[config.mk]
export PLATFORM = sky130hd
export DESIGN_NAME = rsd_isqrt
export DESIGN_NICKNAME = d
export VERILOG_FILES = /design/src/design/rsd_pkg.sv /design/src/design/rsd_isqrt.sv
export SDC_FILE = /design/constraint.sdc
export NUM_CORES = 2
export LEC_CHECK = 0
export BUFFER_PORTS_ARGS = -buffer_cell sky130_fd_sc_hd__buf_2
export CAP_MARGIN = 20
export CORE_UTILIZATION = 35
export CTS_CLUSTER_SIZE = 20
export DETAILED_ROUTE_END_ITERATION = 12
export HOLD_SLACK_MARGIN = 0.03
export SYNTH_ARGS = -nofsm -noshare
export SYNTH_HDL_FRONTEND = slang
export SYNTH_SLANG_ARGS = --single-unit
[constraint.sdc]
create_clock -name clk -period 7.3 [get_ports clk]
set_clock_uncertainty 0.05 [all_clocks]
set_input_delay 1.46 -clock clk [delete_from_list [all_inputs] [get_ports clk]]
set_output_delay 1.46 -clock clk [all_outputs]
set_load 0.02 [all_outputs]
[src/design/rsd_pkg.sv]
// Package for the radial stick deadzone: widths of the pipeline fields.
`default_nettype none
package rsd_pkg;
  localparam int unsigned FRAC_BITS = 14;   // 1.0 = 2^FRAC_BITS
  localparam int unsigned AxisW = 16;
  localparam int unsigned DzW   = 14;
  localparam int unsigned SqW   = 30;   // x*x + y*y <= 2^29
  localparam int unsigned MagW  = 15;   // floor sqrt <= 23170
  localparam int unsigned NW    = 15;   // n in 0..16384
  localparam int unsigned NumW  = 29;   // (mag - dz) << 14
  localparam int unsigned DenW  = 15;   // 1.0 - dz, 1..16384
  localparam int unsigned ProdW = 31;   // |axis| * n <= 2^28, with sign
  localparam int unsigned QW    = 15;   // |out| <= 16384
endpackage
`default_nettype wire

[src/design/rsd_isqrt.sv]
// Pipelined floor square root, one result bit per stage.
`default_nettype none
module rsd_isqrt import rsd_pkg::*; #(
  parameter int unsigned SideW = 2
) (
  input  wire logic             clk,
  input  wire logic             rst,
  input  wire logic             en,
  input  wire logic [SqW-1:0]   sq,
  input  wire logic [SideW-1:0] side_in,
  output logic [MagW-1:0]       mag,
  output logic [SideW-1:0]      side_out
);
  logic [SqW-1:0]   rem  [MagW+1];
  logic [MagW-1:0]  root [MagW+1];
  logic [SideW-1:0] side [MagW+1];

  always_comb begin
    rem[0]  = sq;
    root[0] = '0;
    side[0] = side_in;
  end

  for (genvar s = 0; s < MagW; s++) begin : g_st
    localparam int unsigned B = MagW - 1 - s;
    logic [SqW+1:0] trial;
    logic [MagW-1:0] cand;
    always_comb begin
      cand  = root[s] | (MagW'(1) << B);
      trial = (SqW+2)'(cand) * (SqW+2)'(cand);
    end
    always_ff @(posedge clk) begin
      if (rst) side[s+1] <= '0;
      else if (en) side[s+1] <= side[s];
      if (en) begin
        rem[s+1]  <= rem[s];
        if (trial <= (SqW+2)'(rem[s])) root[s+1] <= cand;
        else root[s+1] <= root[s];
      end
    end
  end

  assign mag      = root[MagW];
  assign side_out = side[MagW];
endmodule
`default_nettype wire

== Word level (Yosys, flattened, before mapping) ==
Index checks and enable logic that the tools add are counted.

* Flip-flop bits (word level): 675
* Input port bits: 35
* Output and inout bits: 17
* Word-level logic and storage cells: 88

* Multiply operators: 14
* Order comparisons: 15
* Mux-type cells: 1

{| class="wikitable"
|+ Operators by type and width
! cell !! number
|-
| less-or-equal comparator 30 bit || 14
|-
| multiplier 15 x 15 -> 30 bit || 14
|-
| less-or-equal comparator 29 x 30 -> 1 bit, first input constant || 1
|-
| 2-to-1 mux 15 bit || 1
|}

== Depth between registers and ports, before layout ==
* Depth after elaboration: 2
* Depth in mapped cells: 32
* Gate-level depth less buffers: 31

== Worst setup path before layout ==
Ideal clock, no wire load.

* Path type: register to register
* From: register root (netlist bit g_st[14].cand[3])
* To: register root (netlist bit mag[0]) (data pin)
* Library setup time: 0.256 ns
* Arrival time: 6.989 ns
* Required time: 6.994 ns
* Path slack: 0.005 ns
* Cell stages (with the launch flop): 30
* Path buffers: 1
* Period minus slack after synthesis: 7.295 ns
* Cell sequence: edfxtp_1 -> clkbuf_1 -> nand2_1 -> inv_1 -> fa_1 -> inv_1 -> fa_1 -> inv_1 -> fa_1 -> inv_1 -> fa_1 -> inv_1 -> fa_1 -> inv_1 -> fa_1 -> inv_1 -> ha_1 -> a21o_1 -> a21o_1 -> a21oi_1 -> nand2_1 -> a31o_2 -> a2111oi_2 -> o21ai_0 -> and3_1 -> ha_1 -> nand4_1 -> nor4_1 -> o21ai_0 -> a22o_1

* Longest elaborated chain between the ends: 2

{| class="wikitable"
|+ RTL lines
! what !! RTL line !! source
|-
| start, declared || rsd_isqrt.sv:15 || <nowiki>logic [MagW-1:0] root [MagW+1];</nowiki>
|-
| start signal, assigned by index || rsd_isqrt.sv:37 || <nowiki>if (trial <= (SqW+2)'(rem[s])) root[s+1] <= cand;</nowiki>
|-
| start signal, assigned by index || rsd_isqrt.sv:38 || <nowiki>else root[s+1] <= root[s];</nowiki>
|-
| multiplier 15 x 15 -> 30 bit || rsd_isqrt.sv:30 || <nowiki>trial = (SqW+2)'(cand) * (SqW+2)'(cand);</nowiki>
|-
| less-or-equal comparator 30 bit || rsd_isqrt.sv:37 ||
|}

Every way passes these cells.
A chain may end at the register's enable or synchronous reset.

== Worst setup path after layout ==
* From: register root (netlist bit g_st[12].cand[14])
* To: register root (netlist bit g_st[13].cand[2]) (data pin)

Same word-level chain as after synthesis.

==> impl_metrics.ini <==
[floorplanning]
rows = 147
design.die.area_mm2 = 0.1648
die_w_um = 405.9
dieHeight_um = 405.9
io_pins = 52
start_util_pct = 35.40
coreArea_mm2 = 0.1613

[finish]
nFillCells = 15470
nets = 7159
syn2layout_area_growth_pct = 13.44
drive_gt1_share_pct = 10.49
final_core_util_pct = 40.16
diodes = 0

[yosys]
synth.most_common_cell = inv_1
synth_cells = 5226
ys_warn_count = 0
synth.top_cell.area_share_pct = 28.40
synth_top_area_cell = edfxtp_1
synthArstFlopShare_pct = 0
syn_area_mm2 = 0.05711
synth_top_flop_cell = edfxtp_1
synth_common_cells = 1,187 x inv_1, 940 x ha_1, 634 x fa_1, 540 x edfxtp_1, 256 x nand2_1
synth.distinct_cells = 83
synth_edf_count = 540
synth_nets = 6835
yosys-top-cells-area = edfxtp_1 28%, fa_1 22%, ha_1 21%
ys_seq_area_share_pct = 29.45
synth.avg_cell_area_um2 = 10.93
synth-seq-cells = 570

[global_routing]
grt_pass1_wl_um = 198900
grt_max_degree = 195
overflow = 0
grt_util_all_layers_pct = 15.10
grt_pass1_vias = 38450
antenna_found_initial = 1

[clock_network]
cts_hold_buffers = 0
cts_tree = built
clk_pin_slew_worst_paths_ns = 0.06
cts_max_level = 3
insertion_delay_ns = 0.67
cts.sinks = 570
cts_buffer_depth = 3
root_buffer = clkbuf_16
cts_buffers = 66

[placement]
hpwl_um = 98920
place.gp.congestion = 0.8776
dp_slack_ns = -0.2527
io_buffers = 51

[hold_path]
hp-start = rem[157]
hold_class = register to register

[critical_path]
end_kind = register
startpoint_type = register
critPathArrivalTime_ns = 7.42
critPathMaxFanout = 8
crit_type = register to register
cp-startpoint = g_st[12].cand[14]
ff2ff_setup_slack_ns = 0.19
r2r_start = g_st[12].cand[14]
cp_data_required_time_ns = 7.61

[sta]
fin_ws_ns = 0.1894
hold_violations = 0
rsz0062_at_grt = true
slew_violations = 0
slew_headroom_pct = 16.89
layout_min_cycle_time_ns = 7.111
setup_viol = 0
worstMarginPinSlew_ns = 1.247
period_share_pct = 97.40
fmax_ghz = 0.1406
fin_setup_tns_ns = 0

[detailed_routing]
drt_pass1_iterations = 5
first_iter_violations = 1659
num_vias = 36030
wirelength_um = 119700
via_per_inst = 4.646
drc = 0
wl_per_cell_um = 15.44
ant_nets = 0

[run_status]
status = finished, final reports clean

[job]
max_cap_violations = 0
==> cells by family after synthesis <==
family | count (synthesis) | synth area share (%)
flip-flops | 570 | 29.45
AND/OR/NAND/NOR | 997 | 8.757
XOR/XNOR | 232 | 3.558
AO/OA/AOI/OAI | 535 | 6.192
multiplexers | 45 | 0.8151
buffers and inverters | 1273 | 8.409
adder cells (fa/ha/maj) | 1574 | 42.82
==> through the flow <==
| stage | cell area, um2 | cells | hold slack (ns) |
|---|---|---|---|
| final | 64780 | 7756 | 0.3624 |
| after global routing | 64780 | 7756 | 0.3771 |
| after CTS | 63850 | 7720 | 0.3491 |
| after detailed placement | 61580 | 7592 | 0.3783 |
| after global placement | 61580 | 7592 | 0.3740 |
| after floorplan | 57110 | 5226 | 0.3666 |
==> routing by layer <==
layer / up-vias / track usage, % / share of wire (%)
li1: 17720 / - / -
met1: 17690 / 19.88 / 45
met2: 497 / 26.04 / 49
met3: 129 / 1.930 / 3.5
met4: 0 / 3.939 / 2.2
met5: - / 0 / 0
==> worst paths after layout <==
path | depth (start not counted) | endpoint
max reg2reg | 24 | g_st[13].cand[2]
min | 0 | rem[127]
max | 24 | g_st[13].cand[2]
min reg2reg | 0 | rem[127]
==> cell usage in the layout, fill, tap and decap left out, drive strengths merged, types with 12 or more instances in the layout <==
cell    netlist  layout
nand4        61      61
a31oi        19      19
nor4         39      39
xnor2       193     193
nor2        223     223
o21a         20      20
o21ai       105     105
nor2b        46      46
nand2b       28      28
nor3         36      36
dfxtp        30      30
a21oi       150     150
nand3        36      36
mux2         12      12
or2          21      21
and2        207     207
mux2i        33      33
clkbuf       72      81
a21o        133     133
fa          634     634
a211oi       13      13
nand2       256     256
edfxtp      540     540
clkinv        3      21
a21boi       14      14
buf          10     338
xor2         39      39
inv        1188    1194
and3         12      12
ha          940     940
o21bai       14      14
==> layout make-up <==
type	count	area [um2]	area share (%)
Inverter	1191	4474	6.907
Clock buffer	81	1708	2.637
Timing Repair Buffer	338	2542	3.925
Multi-Input combinational cell	3383	36120	55.75
Clock inverter	33	417.9	0.6451
Tap cell	2160	2703	4.172
Sequential cell	570	16820	25.96
==> worst max-delay path, cell delays in order, from the launching register on <==
cell      delay, ns
edfxtp_1       0.50
buf_4          0.19
buf_4          0.15
and2_1         0.17
fa_1           0.53
inv_1          0.07
fa_1           0.51
fa_1           0.52
fa_1           0.54
inv_1          0.04
ha_1           0.29
ha_1           0.29
ha_1           0.30
and3_1         0.20
a221oi_2       0.31
or3b_1         0.37
o21ai_1        0.13
o21bai_1       0.13
a31oi_2        0.25
o211ai_1       0.14
ha_1           0.34
nand4_1        0.16
or2_4          0.32
o221ai_4       0.20
o31ai_4        0.14
==> state kept, by name, indices dropped and copies added (netlist names) <==
| signal | flops |
|---|---|
| g_st.cand | 105 |
| mag | 15 |
| rem | 420 |
| side | 28 |
| side_out | 2 |
==> what timing repair did <==
| action | in CTS | in global routing |
|---|---|---|
| pin swaps | 3 | 98 |
| gates resized for setup | 7 | 147 |
| setup buffers | 14 | 37 |
| setup endpoints to repair | 5 | 7 |
Power is left out: the tool's default activity adds up to more than one toggle a clock period on the data nets, which glitch-free logic cannot reach.
