<file path="config.mk">
export PLATFORM = sky130hd
export DESIGN_NAME = rsd_div
export DESIGN_NICKNAME = d
export VERILOG_FILES = /design/src/design/rsd_pkg.sv /design/src/design/rsd_div.sv
export SDC_FILE = /design/constraint.sdc
export NUM_CORES = 1
export LEC_CHECK = 0
export ABC_CLOCK_PERIOD_IN_PS = 2650
export BUFFER_PORTS_ARGS = -buffer_cell sky130_fd_sc_hd__buf_2
export CORE_MARGIN = 3
export CORE_UTILIZATION = 57
export DETAILED_ROUTE_END_ITERATION = 10
export GPL_ROUTABILITY_DRIVEN = 1
export PLACE_DENSITY = 0.76
export SLEW_MARGIN = 10
export SYNTH_ARGS = -nofsm -noshare
export SYNTH_HDL_FRONTEND = slang
export SYNTH_SLANG_ARGS = --single-unit
</file>
<file path="constraint.sdc">
create_clock -name clk -period 2.65 [get_ports clk]
set_input_delay 0.53 -clock clk [delete_from_list [all_inputs] [get_ports clk]]
set_output_delay 0.53 -clock clk [all_outputs]
set_load 0.05 [all_outputs]
</file>
<file path="src/design/rsd_pkg.sv">
// Package for the radial stick deadzone: widths of the pipeline fields.
`default_nettype none
package rsd_pkg;
  localparam int unsigned FRAC_BITS = 14;   // 1.0 = 2^FRAC_BITS
  localparam int unsigned AxisW = 16;
  localparam int unsigned DzW   = 14;
  localparam int unsigned SqW   = 30;   // x*x + y*y <= 2^29
  localparam int unsigned MagW  = 15;   // floor sqrt <= 23170
  localparam int unsigned NW    = 15;   // n in 0..16384
  localparam int unsigned NumW  = 29;   // (mag - dz) << 14
  localparam int unsigned DenW  = 15;   // 1.0 - dz, 1..16384
  localparam int unsigned ProdW = 31;   // |axis| * n <= 2^28, with sign
  localparam int unsigned QW    = 15;   // |out| <= 16384
endpackage
`default_nettype wire

</file>
<file path="src/design/rsd_div.sv">
// Pipelined restoring divider, unsigned, one quotient bit per stage.
`default_nettype none
module rsd_div import rsd_pkg::*; #(
  parameter int unsigned NumBits = 29,
  parameter int unsigned DenBits = 15,
  parameter int unsigned QBits   = 15,
  parameter int unsigned SideW   = 2
) (
  input  wire logic               clk,
  input  wire logic               rst,
  input  wire logic               en,
  input  wire logic [NumBits-1:0] num,
  input  wire logic [DenBits-1:0] den,
  input  wire logic [SideW-1:0]   side_in,
  output logic [QBits-1:0]        quo,
  output logic [SideW-1:0]        side_out
);
  // quotient known to fit QBits; remainder kept below den
  logic [NumBits-1:0] nr  [QBits+1];
  logic [DenBits-1:0] dv  [QBits+1];
  logic [QBits-1:0]   q   [QBits+1];
  logic [DenBits:0]   rm  [QBits+1];
  logic [SideW-1:0]   sd  [QBits+1];

  always_comb begin
    nr[0] = num; dv[0] = den; q[0] = '0; sd[0] = side_in;
    rm[0] = (DenBits+1)'(num >> QBits);
  end

  for (genvar s = 0; s < QBits; s++) begin : g_st
    localparam int unsigned B = QBits - 1 - s;
    logic [DenBits+1:0] sh;
    logic [DenBits+1:0] df;
    always_comb begin
      sh = {rm[s], nr[s][B]};
      df = sh - (DenBits+2)'(dv[s]);
    end
    always_ff @(posedge clk) begin
      if (rst) sd[s+1] <= '0;
      else if (en) sd[s+1] <= sd[s];
      if (en) begin
        nr[s+1] <= nr[s]; dv[s+1] <= dv[s];
        if (!df[DenBits+1]) begin
          rm[s+1] <= df[DenBits:0];
          q[s+1]  <= q[s] | (QBits'(1) << B);
        end else begin
          rm[s+1] <= sh[DenBits:0];
          q[s+1]  <= q[s];
        end
      end
    end
  end

  assign quo      = q[QBits];
  assign side_out = sd[QBits];
endmodule
`default_nettype wire

</file>
== After elaboration in Yosys (flattened, before gate mapping) ==
Cells that the tools add are included.
Widths: inputs -> output; s select.

* Memory bits (read-only): 0
* Memories kept: 0
* Output and inout bits: 17
* Memory bits (writable): 0
* Latch bits: 0
* Flip-flop bits (word level): 794
* Input bits: 49
* Word-level logic and storage cells: 117

* Equality and inequality tests: 0
* $mul: 0
* Reduce and logical (&&, ||, !) cells: 0
* Magnitude comparators: 0
* Muxes and demuxes: 15
* Div/mod/pow operators: 0
* Bitwise gates (word level): 0
* $add $sub $neg: 15
* Shift operators: 0

{| class="wikitable"
|+ Operator list
! kind !! count
|-
| $sub 17x15->17 || 14
|-
| $mux 16 || 13
|-
| $mux 15 || 2
|-
| $sub 15x15->16 || 1
|}

== Longest topological paths before layout ==
Gate-level depths: netlist (run 1).

* Depth after elaboration: 2
* Depth in mapped cells: 12
* Depth with buffers taken out: 11

== Least setup slack after synthesis (run 1) ==
No wires, ideal clock.

* Path kind: register -> register
* Start: reg dv[210] (netlist name)
* End: reg rm, in the netlist g_st[2].sh[10] (data pin)
* Data arrival time: 2488 ps
* Slack: -100 ps
* Stages on the path, launching flop included: 10
* Setup time: 262 ps
* Clock period less this slack: 2750 ps
* Cell sequence: edfxtp_1 > ha_1 > fa_1 > nor2b_1 > o31ai_4 > a21oi_4 > o22ai_4 > a311oi_2 > buf_6 > mux2_1

* Longest elaborated chain between the ends: 2

{| class="wikitable"
|+ RTL lines
! item !! line !! text
|-
| start, declared || rsd_div.sv:20 || <nowiki>logic [DenBits-1:0] dv [QBits+1];</nowiki>
|-
| start signal, assigned by index || rsd_div.sv:42 || <nowiki>nr[s+1] <= nr[s]; dv[s+1] <= dv[s];</nowiki>
|-
| $sub 17x15->17 || rsd_div.sv:36 || <nowiki>df = sh - (DenBits+2)'(dv[s]);</nowiki>
|-
| $mux 16 || rsd_div.sv:43 || <nowiki>if (!df[DenBits+1]) begin</nowiki>
|-
| end signal, assigned by index || rsd_div.sv:44 || <nowiki>rm[s+1] <= df[DenBits:0];</nowiki>
|-
| end signal, assigned by index || rsd_div.sv:47 || <nowiki>rm[s+1] <= sh[DenBits:0];</nowiki>
|-
| end, declared || rsd_div.sv:22 || <nowiki>logic [DenBits:0] rm [QBits+1];</nowiki>
|}

No other way between the ends.
A chain may end at the register's enable or synchronous reset.

== Worst setup path in the final report (run 1) ==
* Start: reg nr, in the netlist g_st[7].sh[0]
* End: reg rm, in the netlist g_st[8].sh[12] (data pin)

* Longest elaborated chain between the ends: 2

{| class="wikitable"
|+ RTL lines
! item !! line !! text
|-
| start, declared || rsd_div.sv:19 || <nowiki>logic [NumBits-1:0] nr [QBits+1];</nowiki>
|-
| start signal, assigned by index || rsd_div.sv:42 ||
|-
| $sub 17x15->17 || rsd_div.sv:36 ||
|-
| $mux 16 || rsd_div.sv:43 ||
|}

No other way between the ends.

==> impl_metrics.ini, run 1 <==
[placed_design]
dp_slack_ns = -0.470
hpwlAfterDp_um = 42600
routabilityCongestion = 0.860
place.port_buffers = 65
dp_cells = 3676

[global_route]
grt_pass1_wl_um = 110000
grt_overflow = 0
grt_usage_pct = 21.1
grt_pass1_vias = 23800
antenna_found_initial = 0
grt_max_degree = 100

[synth]
synth_top_area_cell = edfxtp_1
yosysWarnings = 0
syn_nets = 3049
synth.top_cell.area_share_pct = 57.8
synth_edf_count = 659
syn_inst = 2762
synthesis.area_mm2 = 0.0342
syn_area_per_cell_um2 = 12.4
ys_ff_latch = 689
ys_top_cells_by_area = edfxtp_1 (58%), ha_1 (8.2%), nand2_1 (3.4%), inv_1 (2.9%), o21ai_0 (2.4%)
synthArstFlopShare_pct = 0
ys_types = 67
synth-main-ff-cell = edfxtp_1
ys_seq_area_share_pct = 59.6

[floorplanning]
core_mm2 = 0.0592
io_pins = 66
dieArea_mm2 = 0.0630
dieWidth_um = 251
die_h_um = 251
num_rows = 89
start_util_pct = 57.8

[timing]
setup_viol = 147
maxSlewViolCount = 0
skew_ns = 0.0228
fin_ws_ns = -0.160
setup_tns_ns = -7.41
fmax_mhz = 356
slew_headroom_pct = 62.3
fin_crit_sh_pct = 106
rsz0062_at_grt = yes
hold_violations = 0
tightest_slew_ns = 0.566
min_period_ns = 2.81

[setup_path]
crit_path_start = g_st[7].sh[0]$_DFFE_PP_
critical_path_class = flip-flop to flip-flop
crit-reg2reg-launch = g_st[7].sh[0]$_DFFE_PP_
worst_setup_path_start_kind = flip-flop
r2r_cells = 11
reg2reg_to = g_st[8].sh[12]$_DFFE_PP_
r2r_setup_slack_ns = -0.16
cp-endpoint = g_st[8].sh[12]$_DFFE_PP_
path_max_fanout = 5
worst_ep_arrival_time_ns = 3.18
endpoint_kind = flip-flop
crit_required_ns = 3.02

[cells_and_area]
final_cell_mix = edfxtp_1 (659), inv_1 (247), nand2_1 (237)
fillers = 3703
final_common_cell = edfxtp_1
layoutNonFillerInstCount = 3953
diodes = 0
final_nets = 3412
seqCellArea_mm2 = 0.0204
multi_input_area_mm2 = 0.0142
drive_gt1_share_pct = 26.9
syn_to_final_growth_pct = 23.7

[min_path]
min_from = num[13]
hold_class = input pin to flip-flop

[drt]
vias = 23000
drc = 0
ant_nets = 0
drt-vias-per-instance = 5.82
wl_per_cell_um = 18.3
drtIter0Drc = 1404
drt_wl_total_um = 72300
dr.pass1.iters = 6

[clocking]
cts_buffers = 74
clock_latency_ns = 0.63
cts_tree = yes
clockBufferDepth = 3
clkSinkCount = 689
cts.clk_slew.worst_paths_ns = 0.06
cts-root-buf = clkbuf_16
postCtsHoldBufs = 0
cts_max_level = 3

[power]
peakVddDrop_v = 0.000918
power.density_mw_per_mm2 = 1400
leakage_nw = 17.3

[outcome]
violations = negative setup slack
status = complete, but fails checks

[flow_run]
maxCapViolations = 0
## kinds of logic after synthesis
logic type	Yosys count	share of synthesized area (%)
flip-flops	689	59.6
multiplexers	47	1.41
other	1	0.0110
XOR/XNOR	148	3.95
AND/OR/NAND/NOR	666	8.69
adder cells (fa/ha/maj)	238	9.01
buffers and inverters	328	4.36
AO/OA/AOI/OAI	645	13.0
## state kept, by name (all words and copies together), names as in the netlist
name	count
quo	15
g_st.sh	238
q	105
nr	91
side_out	2
sd	28
dv	210
## how the worst min path moves through the flow
stage,endpoint,cells after the start,slack [ns]
after floorplan,g_st[10].sh[0]$_DFFE_PP_,0,0.40
final,g_st[1].sh[0]$_DFFE_PP_,1,0.08
after global routing,nr[409]$_DFFE_PP_,1,0.05
after CTS,g_st[1].sh[0]$_DFFE_PP_,1,0.05
after detailed placement,g_st[4].sh[0]$_DFFE_PP_,0,0.40
after global placement,q[43]$_DFFE_PP_,0,0.40
## where the power goes
| group | switching, mW | leakage (nW) | internal (mW) |
|---|---|---|---|
| combinational | 16.8 | 9.35 | 14.8 |
| clock | 4.24 | 1.19 | 5.98 |
| sequential | 1.55 | 6.71 | 15.9 |
## final cells by class
type	count	area share [%]
Sequential cell	689	48.2
Clock inverter	41	0.949
Clock buffer	90	4.79
Inverter	261	2.33
Multi-Input combinational cell	1745	33.5
Tap cell	773	2.28
Timing Repair Buffer	354	7.99
## Yosys cell counts (9+ instances only)
| cell | n |
|---|---|
| nand3_1 | 32 |
| a2111o_1 | 12 |
| o21ai_0 | 167 |
| o21ai_2 | 69 |
| xor2_1 | 71 |
| a31oi_1 | 17 |
| inv_1 | 261 |
| buf_6 | 19 |
| edfxtp_1 | 659 |
| fa_1 | 14 |
| a21o_1 | 25 |
| nor2b_1 | 32 |
| o21a_1 | 66 |
| nand2b_1 | 52 |
| o31a_1 | 27 |
| or2_2 | 12 |
| buf_4 | 28 |
| nor2_1 | 135 |
| a211oi_1 | 14 |
| a21oi_1 | 85 |
| nor3_1 | 67 |
| ha_1 | 224 |
| buf_2 | 11 |
| dfxtp_1 | 30 |
| o2111ai_1 | 10 |
| o21ai_1 | 28 |
| o31ai_1 | 55 |
| or4_1 | 9 |
| xnor2_1 | 71 |
| o211ai_1 | 28 |
| mux2i_1 | 37 |
| nand2_1 | 312 |
## metal layers
layer  global-route usage [%]  wire length [µm]  up-vias
met5                        0                 0        -
met4                     9.80              3280        0
met3                     3.65              3180      284
met2                     41.3             40200      730
met1                     21.7             25600    11200
li1                         -                 -    10800
## worst max-delay path, cell delays in order, from the launching register on
cell and delay, ns:
edfxtp_1 0.42, inv_1 0.09, ha_2 0.18, fa_2 0.24, nor2b_4 0.05, o31a_1 0.32
o21ai_2 0.24, a31oi_2 0.14, o21ai_2 0.17, xor2_2 0.19, buf_6 0.19, mux2_4 0.30
## per-stage QoR
step / hold WS, ns / power, mW / utilization, % / instance area [µm²]
after floorplan: 0.400 / 32.9 / - / 34300
after global placement: 0.400 / 36.4 / 61.4 / 36400
after detailed placement: 0.405 / 37.8 / 61.4 / 36400
after CTS: 0.0475 / 54.2 / 68.7 / 40700
after global routing: 0.0510 / 62.4 / 71.5 / 42300
final: 0.0765 / 59.3 / 71.5 / 42300
## timing repair
action,in CTS,in global routing
cloned,17,12
setup endpoints to repair,215,221
pin swaps,120,141
buffers inserted,73,49
gates resized for setup,232,247
(Power assumes the default switching activity.)
==> inputs of run 2 (changes only) <==
- SETUP_SLACK_MARGIN: unset -> 0.02
==> impl_metrics.ini, run 2 (synthesis gave the netlist of run 1 again) <==
[outcome]
status = complete, but fails checks
violations = negative setup slack

[setup_path]
endpoint_kind = flip-flop
crit_chain = inv_1 -> ha_2 -> fa_2 -> nor2b_2 -> o31a_1 -> o21ai_2 -> a31oi_4 -> o21ai_2 -> xor2_2 -> buf_6 -> buf_6 -> nor3_4 -> xor2_1
critical_path_class = flip-flop to flip-flop
worst_ep_arrival_time_ns = 3.15
path_max_fanout = 4
crit_required_ns = 3.01
worst_setup_path_start_kind = flip-flop
slowest_delay_ns = 0.40
slowest_stage = edfxtp_1

[timing]
maxSlewViolCount = 0
rsz0062_at_grt = yes
fin_ws_ns = -0.142
tightest_slew_ns = 0.524
setup_viol = 182
fin_crit_sh_pct = 105
min_period_ns = 2.79
skew_ns = 0.0227
setup_tns_ns = -9.46
fmax_mhz = 358
slew_headroom_pct = 64.9
hold_violations = 0

[floorplanning]
dieArea_mm2 = 0.0630
core_mm2 = 0.0592
io_pins = 66
dieWidth_um = 251
die_h_um = 251
num_rows = 89
start_util_pct = 57.8

[global_route]
antenna_found_initial = 0
grt_usage_pct = 20.6
grt_pass1_wl_um = 108000
grt_pass1_vias = 23700
grt_overflow = 0
grt_max_degree = 80

[cells_and_area]
drive_gt1_share_pct = 27.7
seqCellArea_mm2 = 0.0204
diodes = 0
fillers = 3580
syn_to_final_growth_pct = 23.6
final_area_mm2 = 0.0423
final_nets = 3441
largest_reg_flops = 238
final_common_cell = edfxtp_1
final_cell_mix = edfxtp_1 (659), inv_1 (249), buf_4 (248)
multi_input_area_mm2 = 0.0140

[power]
peakVddDrop_v = 0.000815
power.density_mw_per_mm2 = 1380
leakage_nw = 17.2

[clocking]
cts.clk_slew.worst_paths_ns = 0.06
clockBufferDepth = 3
clock_latency_ns = 0.62
cts_buffers = 73
cts_max_level = 3
postCtsHoldBufs = 0
cts-root-buf = clkbuf_16
cts_tree = yes
clkSinkCount = 689

[placed_design]
post_dp_cell_area_mm2 = 0.0366
hpwlAfterDp_um = 42000
place.port_buffers = 65
routabilityCongestion = 0.883

[drt]
dr.pass1.iters = 5
drt_wl_total_um = 70200
drt-vias-per-instance = 5.71
wl_per_cell_um = 17.6
vias = 22800
ant_nets = 0
drtIter0Drc = 1448
drc = 0

[min_path]
hold_class = input pin to flip-flop

[flow_run]
maxCapViolations = 0
-- run 2: area by class of cell --
type	instances	area share [%]
Clock buffer	94	4.65
Sequential cell	689	48.2
Clock inverter	40	0.979
Inverter	261	2.33
Timing Repair Buffer	384	8.44
Tap cell	773	2.29
Multi-Input combinational cell	1745	33.1
-- run 2: through the flow --
stage	hold slack (ns)	util (%)	std cells	power, mW	setup slack, ns
6_report	0.0891	71.4	3986	58.3	-0.142
5_1_grt	0.0645	71.4	3986	61.4	-0.237
4_1_cts	0.0524	69.0	3932	53.5	-0.103
3_5_place_dp	0.405	61.7	3691	37.8	-0.357
3_3_place_gp	0.401	61.7	3691	36.4	-0.404
2_1_floorplan	0.400	-	2762	32.9	0.0467
-- run 2: worst paths after layout --
check	from	endpoint	slack [ns]	cells past startpoint
max	g_st[2].sh[0]$_DFFE_PP_	g_st[3].sh[16]$_DFFE_PP_	-0.14	13
max reg2reg	g_st[2].sh[0]$_DFFE_PP_	g_st[3].sh[16]$_DFFE_PP_	-0.14	13
min	num[0]	nr[406]$_DFFE_PP_	0.09	1
min reg2reg	q[96]$_SDFFCE_PN1P_	q[81]$_DFFE_PP_	0.41	0
-- run 2: critical path: cells and delay by family (launching register included) --
family                   cells  cell delay, ns
AO/OA/AOI/OAI                4            0.92
flip-flops                   1            0.40
adder cells (fa/ha/maj)      2            0.39
buffers and inverters        3            0.37
XOR/XNOR                     2            0.37
AND/OR/NAND/NOR              2            0.09
-- run 2: per-layer routing --
metal	GRT usage (%)	routed length, µm
met1	20.6	24800
met2	41.0	39700
met3	3.20	2610
met4	10.4	3130
met5	0	0
-- run 2: power breakdown --
group | internal, mW | switching [mW] | total [mW] | leakage [nW]
sequential | 15.9 | 1.50 | 17.4 | 6.71
combinational | 14.6 | 16.1 | 30.7 | 9.36
clock | 5.96 | 4.17 | 10.1 | 1.16
total | 36.5 | 21.8 | 58.3 | 17.2
-- run 2: what timing repair did --
action	CTS	global route
gates cloned	15	9
gates resized for setup	228	232
buffers inserted	94	47
endpoints found under the setup margin	218	221
pin swaps	96	137
